===== config.mk =====
export PLATFORM = sky130hd
export DESIGN_NAME = move_to_front_key_value_table_core
export DESIGN_NICKNAME = d
export VERILOG_FILES = /design/src/rtl/mtfkv_pkg.sv /design/src/rtl/mtfkv_ram.sv /design/src/rtl/move_to_front_key_value_table_core.sv
export SDC_FILE = /design/constraint.sdc
export NUM_CORES = 2
export LEC_CHECK = 0
export ABC_AREA = 1
export BUFFER_PORTS_ARGS = -buffer_cell sky130_fd_sc_hd__buf_2
export CORE_ASPECT_RATIO = 1.5
export CORE_UTILIZATION = 65
export CTS_CLUSTER_DIAMETER = 30
export CTS_CLUSTER_SIZE = 14
export DETAILED_ROUTE_END_ITERATION = 6
export HOLD_SLACK_MARGIN = 0.15
export PLACE_DENSITY = 0.83
export SLEW_MARGIN = 10
export SYNTH_ARGS = -nofsm -noshare
export SYNTH_HDL_FRONTEND = slang
export SYNTH_HIERARCHICAL = 1
export SYNTH_SLANG_ARGS = --single-unit
export TNS_END_PERCENT = 100

===== constraint.sdc =====
create_clock -name i_clk -period 14.95 [get_ports i_clk]
set_input_delay 0.7475 -clock i_clk [delete_from_list [all_inputs] [get_ports i_clk]]
set_output_delay 0.7475 -clock i_clk [all_outputs]
set_load 0.02 [all_outputs]

===== src/rtl/mtfkv_pkg.sv =====
// Shared types and constants for the move-to-front key-value table.
// Holds the sequencer state type, field widths and register decode codes.
// No dependencies.
`timescale 1ns / 1ps

package mtfkv_pkg;

    localparam int CNT_W       = 5;
    localparam int VAL_W       = 32;
    localparam int KEY_IN_W    = 64;
    localparam int IN_TDATA_W  = 96;
    localparam int OUT_TDATA_W = 40;
    localparam int PADDR_W     = 3;
    localparam int PDATA_W     = 32;

    localparam logic [CNT_W-1:0] CAP_RESET = 5'd16;

    // Register index taken from paddr above the byte offset.
    localparam logic [PADDR_W-3:0] REG_CAPACITY = 1'b0;

    localparam logic MODE_INSERT = 1'b0;
    localparam logic MODE_LOOKUP = 1'b1;

    typedef enum logic [6:0] {
        S_IDLE     = 7'b0000001,
        S_SEARCH   = 7'b0000010,
        S_RESOLVE  = 7'b0000100,
        S_SHIFT_RD = 7'b0001000,
        S_SHIFT_WR = 7'b0010000,
        S_FRONT    = 7'b0100000,
        S_DONE     = 7'b1000000
    } t_state;

endpackage


===== src/rtl/mtfkv_ram.sv =====
// Simple dual-port table memory: one write port and one registered read port.
// Used by the table core for the key and value entries. No dependencies.
`timescale 1ns / 1ps

module mtfkv_ram #(
    parameter int DEPTH = 16,
    parameter int WIDTH = 96,
    localparam int AW = $clog2(DEPTH)
) (
    input  logic             i_clk,
    input  logic             i_we,
    input  logic [AW-1:0]    i_waddr,
    input  logic [WIDTH-1:0] i_wdata,
    input  logic             i_re,
    input  logic [AW-1:0]    i_raddr,
    output logic [WIDTH-1:0] o_rdata
);

    logic [WIDTH-1:0] r_mem [DEPTH];
    logic [WIDTH-1:0] r_rdata;

    always_ff @(posedge i_clk) begin
        if (i_we) begin
            r_mem[i_waddr] <= i_wdata;
        end
    end

    always_ff @(posedge i_clk) begin
        if (i_re) begin
            r_rdata <= r_mem[i_raddr];
        end
    end

    assign o_rdata = r_rdata;

endmodule


===== src/rtl/move_to_front_key_value_table_core.sv =====
// Top level of the move-to-front key-value table with duplicate removal.
// Depends on mtfkv_pkg and mtfkv_ram.
`timescale 1ns / 1ps

// The block keeps up to min(capacity, DEPTH) key-value entries, or one when capacity
// is zero, newest first, in a one-port-read table memory. Each beat is handled by a
// sequencer around one key comparator that walks the entries from the front, one per
// cycle, and then, for an insert, moves entries down one place at a time, each with a
// read step and then a write step. The input side is not ready while a beat is in
// work; a finished result waits in the output register while the next beat is taken,
// and a result that finds the output register still full holds the block in its last
// step until that beat leaves. Capacity must be written through the APB port only
// while the block is idle; the block itself does not enforce this. Lowering the
// capacity drops the oldest entries.
module move_to_front_key_value_table_core #(
    parameter int DEPTH    = 16,
    parameter int KEY_BITS = 64
) (
    input  logic                               i_clk,
    input  logic                               i_rst_n,
    // tdata: key [63:0], new_value [95:64]
    input  logic [mtfkv_pkg::IN_TDATA_W-1:0]   s_axis_tdata,
    // tuser: mode
    input  logic                               s_axis_tuser,
    input  logic                               s_axis_tvalid,
    output logic                               s_axis_tready,
    // tdata: found [0], dropped [1], out_value [33:2], entry_count [38:34], zero pad
    output logic [mtfkv_pkg::OUT_TDATA_W-1:0]  m_axis_tdata,
    output logic                               m_axis_tvalid,
    input  logic                               m_axis_tready,
    input  logic                               psel,
    input  logic                               penable,
    input  logic                               pwrite,
    input  logic [mtfkv_pkg::PADDR_W-1:0]      paddr,
    input  logic [mtfkv_pkg::PDATA_W-1:0]      pwdata,
    output logic [mtfkv_pkg::PDATA_W-1:0]      prdata,
    output logic                               pready
);

    import mtfkv_pkg::*;

    localparam int AW = $clog2(DEPTH);
    localparam int EW = KEY_BITS + VAL_W;
    localparam logic [CNT_W-1:0] CAP_MAX = CNT_W'((DEPTH > 31) ? 31 : DEPTH);

    function automatic logic [CNT_W-1:0] f_eff_cap(input logic [CNT_W-1:0] c);
        logic [CNT_W-1:0] e;
        e = c;
        if (c == '0) begin
            e = CNT_W'(1);
        end else if (c > CAP_MAX) begin
            e = CAP_MAX;
        end
        return e;
    endfunction

    t_state              r_state, n_state;
    logic [CNT_W-1:0]    r_capacity, n_capacity;
    logic [CNT_W-1:0]    r_count, n_count;
    logic [CNT_W-1:0]    r_n, n_n;
    logic [CNT_W-1:0]    r_idx, n_idx;
    logic                r_mode, n_mode;
    logic [KEY_BITS-1:0] r_key, n_key;
    logic [VAL_W-1:0]    r_val, n_val;
    logic                r_hit, n_hit;
    logic [VAL_W-1:0]    r_hit_val, n_hit_val;
    logic                r_res_found, n_res_found;
    logic                r_res_dropped, n_res_dropped;
    logic [VAL_W-1:0]    r_res_val, n_res_val;
    logic                r_out_valid, n_out_valid;
    logic [OUT_TDATA_W-1:0] r_out_data, n_out_data;

    logic                rd_en;
    logic [AW-1:0]       rd_addr;
    logic                wr_en;
    logic [AW-1:0]       wr_addr;
    logic [EW-1:0]       wr_data;
    logic [EW-1:0]       rd_data;
    logic                cfg_wr;
    logic                key_eq;
    logic [CNT_W-1:0]    cap;
    logic [CNT_W-1:0]    cfg_cap;

    mtfkv_ram #(
        .DEPTH (DEPTH),
        .WIDTH (EW)
    ) u_ram (
        .i_clk   (i_clk),
        .i_we    (wr_en),
        .i_waddr (wr_addr),
        .i_wdata (wr_data),
        .i_re    (rd_en),
        .i_raddr (rd_addr),
        .o_rdata (rd_data)
    );

    assign pready  = 1'b1;
    assign cfg_wr  = psel & penable & pwrite & (paddr[PADDR_W-1:2] == REG_CAPACITY);
    assign prdata  = (paddr[PADDR_W-1:2] == REG_CAPACITY) ? PDATA_W'(r_capacity) : '0;
    assign cap     = f_eff_cap(r_capacity);
    assign cfg_cap = f_eff_cap(pwdata[CNT_W-1:0]);
    assign key_eq  = (rd_data[EW-1 -: KEY_BITS] == r_key);

    assign s_axis_tready = (r_state == S_IDLE);
    assign m_axis_tvalid = r_out_valid;
    assign m_axis_tdata  = r_out_data;

    always_comb begin
        n_state       = r_state;
        n_capacity    = r_capacity;
        n_count       = r_count;
        n_n           = r_n;
        n_idx         = r_idx;
        n_mode        = r_mode;
        n_key         = r_key;
        n_val         = r_val;
        n_hit         = r_hit;
        n_hit_val     = r_hit_val;
        n_res_found   = r_res_found;
        n_res_dropped = r_res_dropped;
        n_res_val     = r_res_val;
        n_out_valid   = r_out_valid;
        n_out_data    = r_out_data;
        rd_en         = 1'b0;
        rd_addr       = '0;
        wr_en         = 1'b0;
        wr_addr       = '0;
        wr_data       = {r_key, r_val};

        if (r_out_valid && m_axis_tready) begin
            n_out_valid = 1'b0;
        end

        if (cfg_wr) begin
            n_capacity = pwdata[CNT_W-1:0];
            if (r_count > cfg_cap) begin
                n_count = cfg_cap;
            end
        end

        case (r_state)
            S_IDLE: begin
                if (s_axis_tvalid) begin
                    n_mode = s_axis_tuser;
                    n_key  = s_axis_tdata[KEY_BITS-1:0];
                    n_val  = s_axis_tdata[KEY_IN_W +: VAL_W];
                    n_n    = (r_count > cap) ? cap : r_count;
                    n_idx  = '0;
                    n_hit  = 1'b0;
                    rd_en  = 1'b1;
                    rd_addr = '0;
                    if (r_count == '0) begin
                        n_state = S_RESOLVE;
                    end else begin
                        n_state = S_SEARCH;
                    end
                end
            end
            S_SEARCH: begin
                if (key_eq) begin
                    n_hit     = 1'b1;
                    n_hit_val = rd_data[VAL_W-1:0];
                    n_state   = S_RESOLVE;
                end else if (r_idx + CNT_W'(1) == r_n) begin
                    n_state = S_RESOLVE;
                end else begin
                    n_idx   = r_idx + CNT_W'(1);
                    rd_en   = 1'b1;
                    rd_addr = AW'(r_idx + CNT_W'(1));
                end
            end
            S_RESOLVE: begin
                n_res_dropped = 1'b0;
                n_res_found   = r_hit;
                n_res_val     = '0;
                n_count       = r_n;
                if (r_mode == MODE_LOOKUP) begin
                    if (r_hit) begin
                        n_res_val = r_hit_val;
                    end
                    n_state = S_DONE;
                end else begin
                    if (r_hit) begin
                        n_idx = r_idx;
                    end else if (r_n < cap) begin
                        n_idx   = r_n;
                        n_count = r_n + CNT_W'(1);
                    end else begin
                        n_res_dropped = 1'b1;
                        n_idx         = r_n - CNT_W'(1);
                    end
                    if (n_idx == '0) begin
                        n_state = S_FRONT;
                    end else begin
                        n_state = S_SHIFT_RD;
                    end
                end
            end
            S_SHIFT_RD: begin
                rd_en   = 1'b1;
                rd_addr = AW'(r_idx - CNT_W'(1));
                n_state = S_SHIFT_WR;
            end
            S_SHIFT_WR: begin
                wr_en   = 1'b1;
                wr_addr = AW'(r_idx);
                wr_data = rd_data;
                n_idx   = r_idx - CNT_W'(1);
                if (r_idx == CNT_W'(1)) begin
                    n_state = S_FRONT;
                end else begin
                    n_state = S_SHIFT_RD;
                end
            end
            S_FRONT: begin
                wr_en   = 1'b1;
                wr_addr = '0;
                wr_data = {r_key, r_val};
                n_state = S_DONE;
            end
            S_DONE: begin
                if (!r_out_valid || m_axis_tready) begin
                    n_out_valid = 1'b1;
                    n_out_data  = {1'b0, r_count, r_res_val, r_res_dropped, r_res_found};
                    n_state     = S_IDLE;
                end
            end
            default: begin
                n_state = S_IDLE;
            end
        endcase
    end

    always_ff @(posedge i_clk) begin
        if (!i_rst_n) begin
            r_state     <= S_IDLE;
            r_capacity  <= CAP_RESET;
            r_count     <= '0;
            r_out_valid <= 1'b0;
        end else begin
            r_state     <= n_state;
            r_capacity  <= n_capacity;
            r_count     <= n_count;
            r_out_valid <= n_out_valid;
        end
    end

    always_ff @(posedge i_clk) begin
        r_n           <= n_n;
        r_idx         <= n_idx;
        r_mode        <= n_mode;
        r_key         <= n_key;
        r_val         <= n_val;
        r_hit         <= n_hit;
        r_hit_val     <= n_hit_val;
        r_res_found   <= n_res_found;
        r_res_dropped <= n_res_dropped;
        r_res_val     <= n_res_val;
        r_out_data    <= n_out_data;
    end

endmodule


==> results by group <==
Status
  • Run status: completed

Timing
  • Minimum period implied by the final worst setup slack: 6.32 ns
  • Post-Route Hold Slack: around 0.20 ns
  • Share of the cycle needed by the critical path after routing: between 40% and 50%
  • Slew margin rel.: 17.2%
  • Unrepaired setup endpoints after global routing: no
  • Worst clock skew on the final layout: 0.0394 ns
  • Worst path setup slack after routing: 8.63 ns
  • Final Hold Viols: 0
  • Worst slew pin tran: between 1 and 1.5 ns
  • Setup TNS: 0 ns
  • Slew Viols, Final: 0
  • Maximum clock frequency: 158 MHz
  • Setup-violating endpoint count in the final report: 0

Route
  • Via count: between 50,000 and 60,000
  • Iter 0 DRT Violations: around 7,800
  • Total Wirelength: 206,000 um
  • Detailed-routing iteration count for the pre-antenna-repair pass: 7
  • Via density per instance: approximately 6
  • Wire per inst: 22.1 um
  • Post-detailed-route count of antenna-violating nets: 0
  • Residual DRC: 0

Placed design
  • Placed cell count: 8,828
  • Placement-stage worst setup slack: 8.94 ns
  • Routability Congestion: approximately 0.8
  • Detail Placement HPWL: around 95,000 um
  • Count of buffers inserted at the top-level ports: 155

Synth
  • Summed instance area of the synthesized netlist: 79,500 um^2
  • Dominant cell by count in the synthesized netlist: nand2_1
  • Post-synthesis sequential element count: approximately 1,900
  • Number of warnings printed during yosys synthesis: 6
  • Leading register cell type out of synthesis: edfxtp_1
  • Distinct cell type count after synthesis: 46
  • Fraction of registers with async set/reset: 0%
  • Number of synthesized flops with an enable pin: approximately 1,800
  • Avg Synthesized Cell Area: 10.8 um^2
  • Post-synthesis cell count: roughly 7,400
  • Top cells by count, synth: nand2_1, edfxtp_1, inv_1, nand3_1, buf_2
  • Proportion of synthesized chip area in sequential cells: 70.1%
  • Top-area cell type share of the netlist area: 69.7%
  • Post-synthesis cell type with the largest combined area: edfxtp_1
  • Leading cell types by total area after synthesis: edfxtp_1, nand2_1, nand3_1

Setup path
  • Highest fanout seen on the critical path: 100
  • Worst Reg2Reg Path Length in Cells: 16
  • Required time of the critical path: roughly 16 ns
  • Critical Path Slowest Stage Cell: buf_4
  • Worst R2R End: u_ram/o_rdata[52]
  • Buffering stage count on the worst path with inverters included: 3
  • Data arrival time of the critical path: 6.89 ns
  • CP endpoint kind: flip-flop
  • Startpoint of the worst register-to-register path: u_ram/o_rdata[37]
  • Setup slack of the most critical reg-to-reg path: 8.63 ns
  • CP max stage delay: between 0.9 and 1 ns
  • Critical path cell sequence: xnor2_1, nand4_1, nor2_1, nand2_1, nor2_2, nand2_2, nand3_2, a21oi_4, buf_4, buf_4, buf_4, nand2_1, nand3_1, nand3_1, nand3_1, nand2_1
  • Kind of cell with the highest combined delay on the critical path: buffers and inverters
  • Critical Path Source Type: flip-flop
  • Worst Path Class, Setup: flip-flop to flip-flop

Clock tree
  • Clock Sink Count: between 1,500 and 2,000
  • CTS Buffer Depth: 3
  • Number of buffers created by CTS: 219
  • Clock latency on the worst-skew pair: 0.85 ns
  • Clock tree from TritonCTS: done
  • Number of gates resized after cts: 0
  • H-Tree Depth: 4
  • Reg clk slew, reported paths: 0.06 ns
  • Buffer type at the clock tree root: clkbuf_16

Die
  • Count of pins on the block boundary: roughly 210
  • Core Rows: 156
  • Horizontal die dimension: 288 um
  • Core area: roughly 120,000 um^2
  • Effective utilization at floorplan: 65.8%
  • Die area: between 100,000 and 150,000 um^2
  • Height of the chip: ~430 um

Global routing
  • Largest net degree at the start of global routing: between 200 and 250
  • Via count of the first global-routing pass: 56,286
  • First-pass GRT wire length: 309,000 um
  • Antenna violations before repair: 2
  • Global-route usage over all layers: between 30% and 40%
  • Remaining global-route overflow: 0

Finish
  • P&R area growth vs syn: 12.6%
  • Post-layout util: 74.1%
  • Fill cell total of the finished layout: roughly 7,000
  • Final nets: 7,722
  • N_diodes: 0
  • Share of cells above drive strength 1: 8.50%
  • Non-filler instance count after layout: ~9,300

Hold path
  • Worst hold stages: 1
  • Worst min-delay path category: primary input to flip-flop
  • Worst min-delay path startpoint: s_axis_tdata[37]
  • Hold Crit Endpoint: r_key[37]

Flow run
  • Max cap viols: 0

Power
  • Leakage: 37.4 nW
  • Total power divided by cell area: 143 nW/um^2
  • IR Drop Worst-Case VDD: 0.141 mV
[placed cells by master (no fill, tap or decap), drive strengths merged, types with 18 or more instances in the layout]
master       instances
dlygate4sd3         95
edfxtp            1845
o21ai               32
nand2             2380
conb                29
bufinv              23
dfxtp               18
nand3             1182
clkinvlp            26
a21oi               21
clkinv              76
ha                  19
xnor2               49
inv               1312
buf                227
clkbuf             240
nor2               103
xor2                19
[worst max path at each step]
stage / slack (ns) / cells after the start / startpoint / endpoint
after global placement: 8.96 / 16 / r_key[5] / u_ram/o_rdata[52]
after global routing: 8.42 / 16 / r_idx[0] / u_ram/o_rdata[52]
after floorplan: 8.38 / 7 / r_state[2] / u_ram/o_rdata[0]
after detailed placement: 8.94 / 16 / r_key[5] / u_ram/o_rdata[71]
after CTS: 8.83 / 16 / r_key[5] / u_ram/o_rdata[52]
final: 8.63 / 16 / u_ram/o_rdata[37] / u_ram/o_rdata[52]
[registers in the layout, summed over array words and instances (netlist names), 7 cells and up]
name,count
m_axis_tdata,39
r_hit_val,32
r_key,64
r_res_val,32
r_state,7
r_val,32
u_ram/o_rdata,96
u_ram/r_mem,1536
[per-stage QoR]
stage	cell area, um^2	total power, mW
after floorplan	79600	7.07
after global placement	81100	7.39
after detailed placement	81100	7.44
after CTS	89500	12.8
after global routing	89500	13.1
final	89500	12.8
[area by class of cell]
| class | instances | area, um^2 | share of cell area [%] |
|---|---|---|---|
| clock buffers | 240 | 5640 | 6.30 |
| clock inverters | 173 | 1900 | 2.12 |
| inverters | 1264 | 4770 | 5.33 |
| multi-input cells | 3894 | 17100 | 19.1 |
| flip-flops and latches | 1863 | 55800 | 62.3 |
| well taps | 1580 | 1980 | 2.21 |
| repair buffers | 322 | 2340 | 2.62 |
[worst reg2reg max path: cells and delay by family, from the launching register on]
| kind | cells | cell delay (ns) |
|---|---|---|
| compound gates | 1 | 0.61 |
| xor+xnor | 1 | 0.16 |
| buf+inv | 3 | 2.82 |
| flops | 1 | 0.44 |
| simple gates | 11 | 2.02 |
[routing by layer]
layer  vias up  wire length [um]  GRT usage, %
met5         -                15             0
met4         2             14700          23.3
met3       971             24500          6.20
met2      4236            102000          55.9
met1     25936             65100          38.6
li1      24316                 -             -
[what timing repair did]
item,CTS,global route
hold buffers,95,0
endpoints found under the hold margin,95,0
buffers inserted,0,0
[power breakdown]
| group | switching, mW | leakage, nW | internal [mW] |
|---|---|---|---|
| Clock | 2.26 | 3.63 | 3.18 |
| Sequential | 0.146 | 16.8 | 6.20 |
| Combinational | 0.796 | 16.9 | 0.256 |
[cells by family after synthesis]
logic type,Yosys count,share of synthesized area (%)
adder cells (fa/ha/maj),19,0.299
flip-flops,1863,70.1
AND/OR/NAND/NOR,3707,19.6
AO/OA/AOI/OAI,71,0.512
other,2,0.00945
XOR/XNOR,68,0.759
buffers and inverters,1640,8.69
Power figures use the tool's default switching activity.
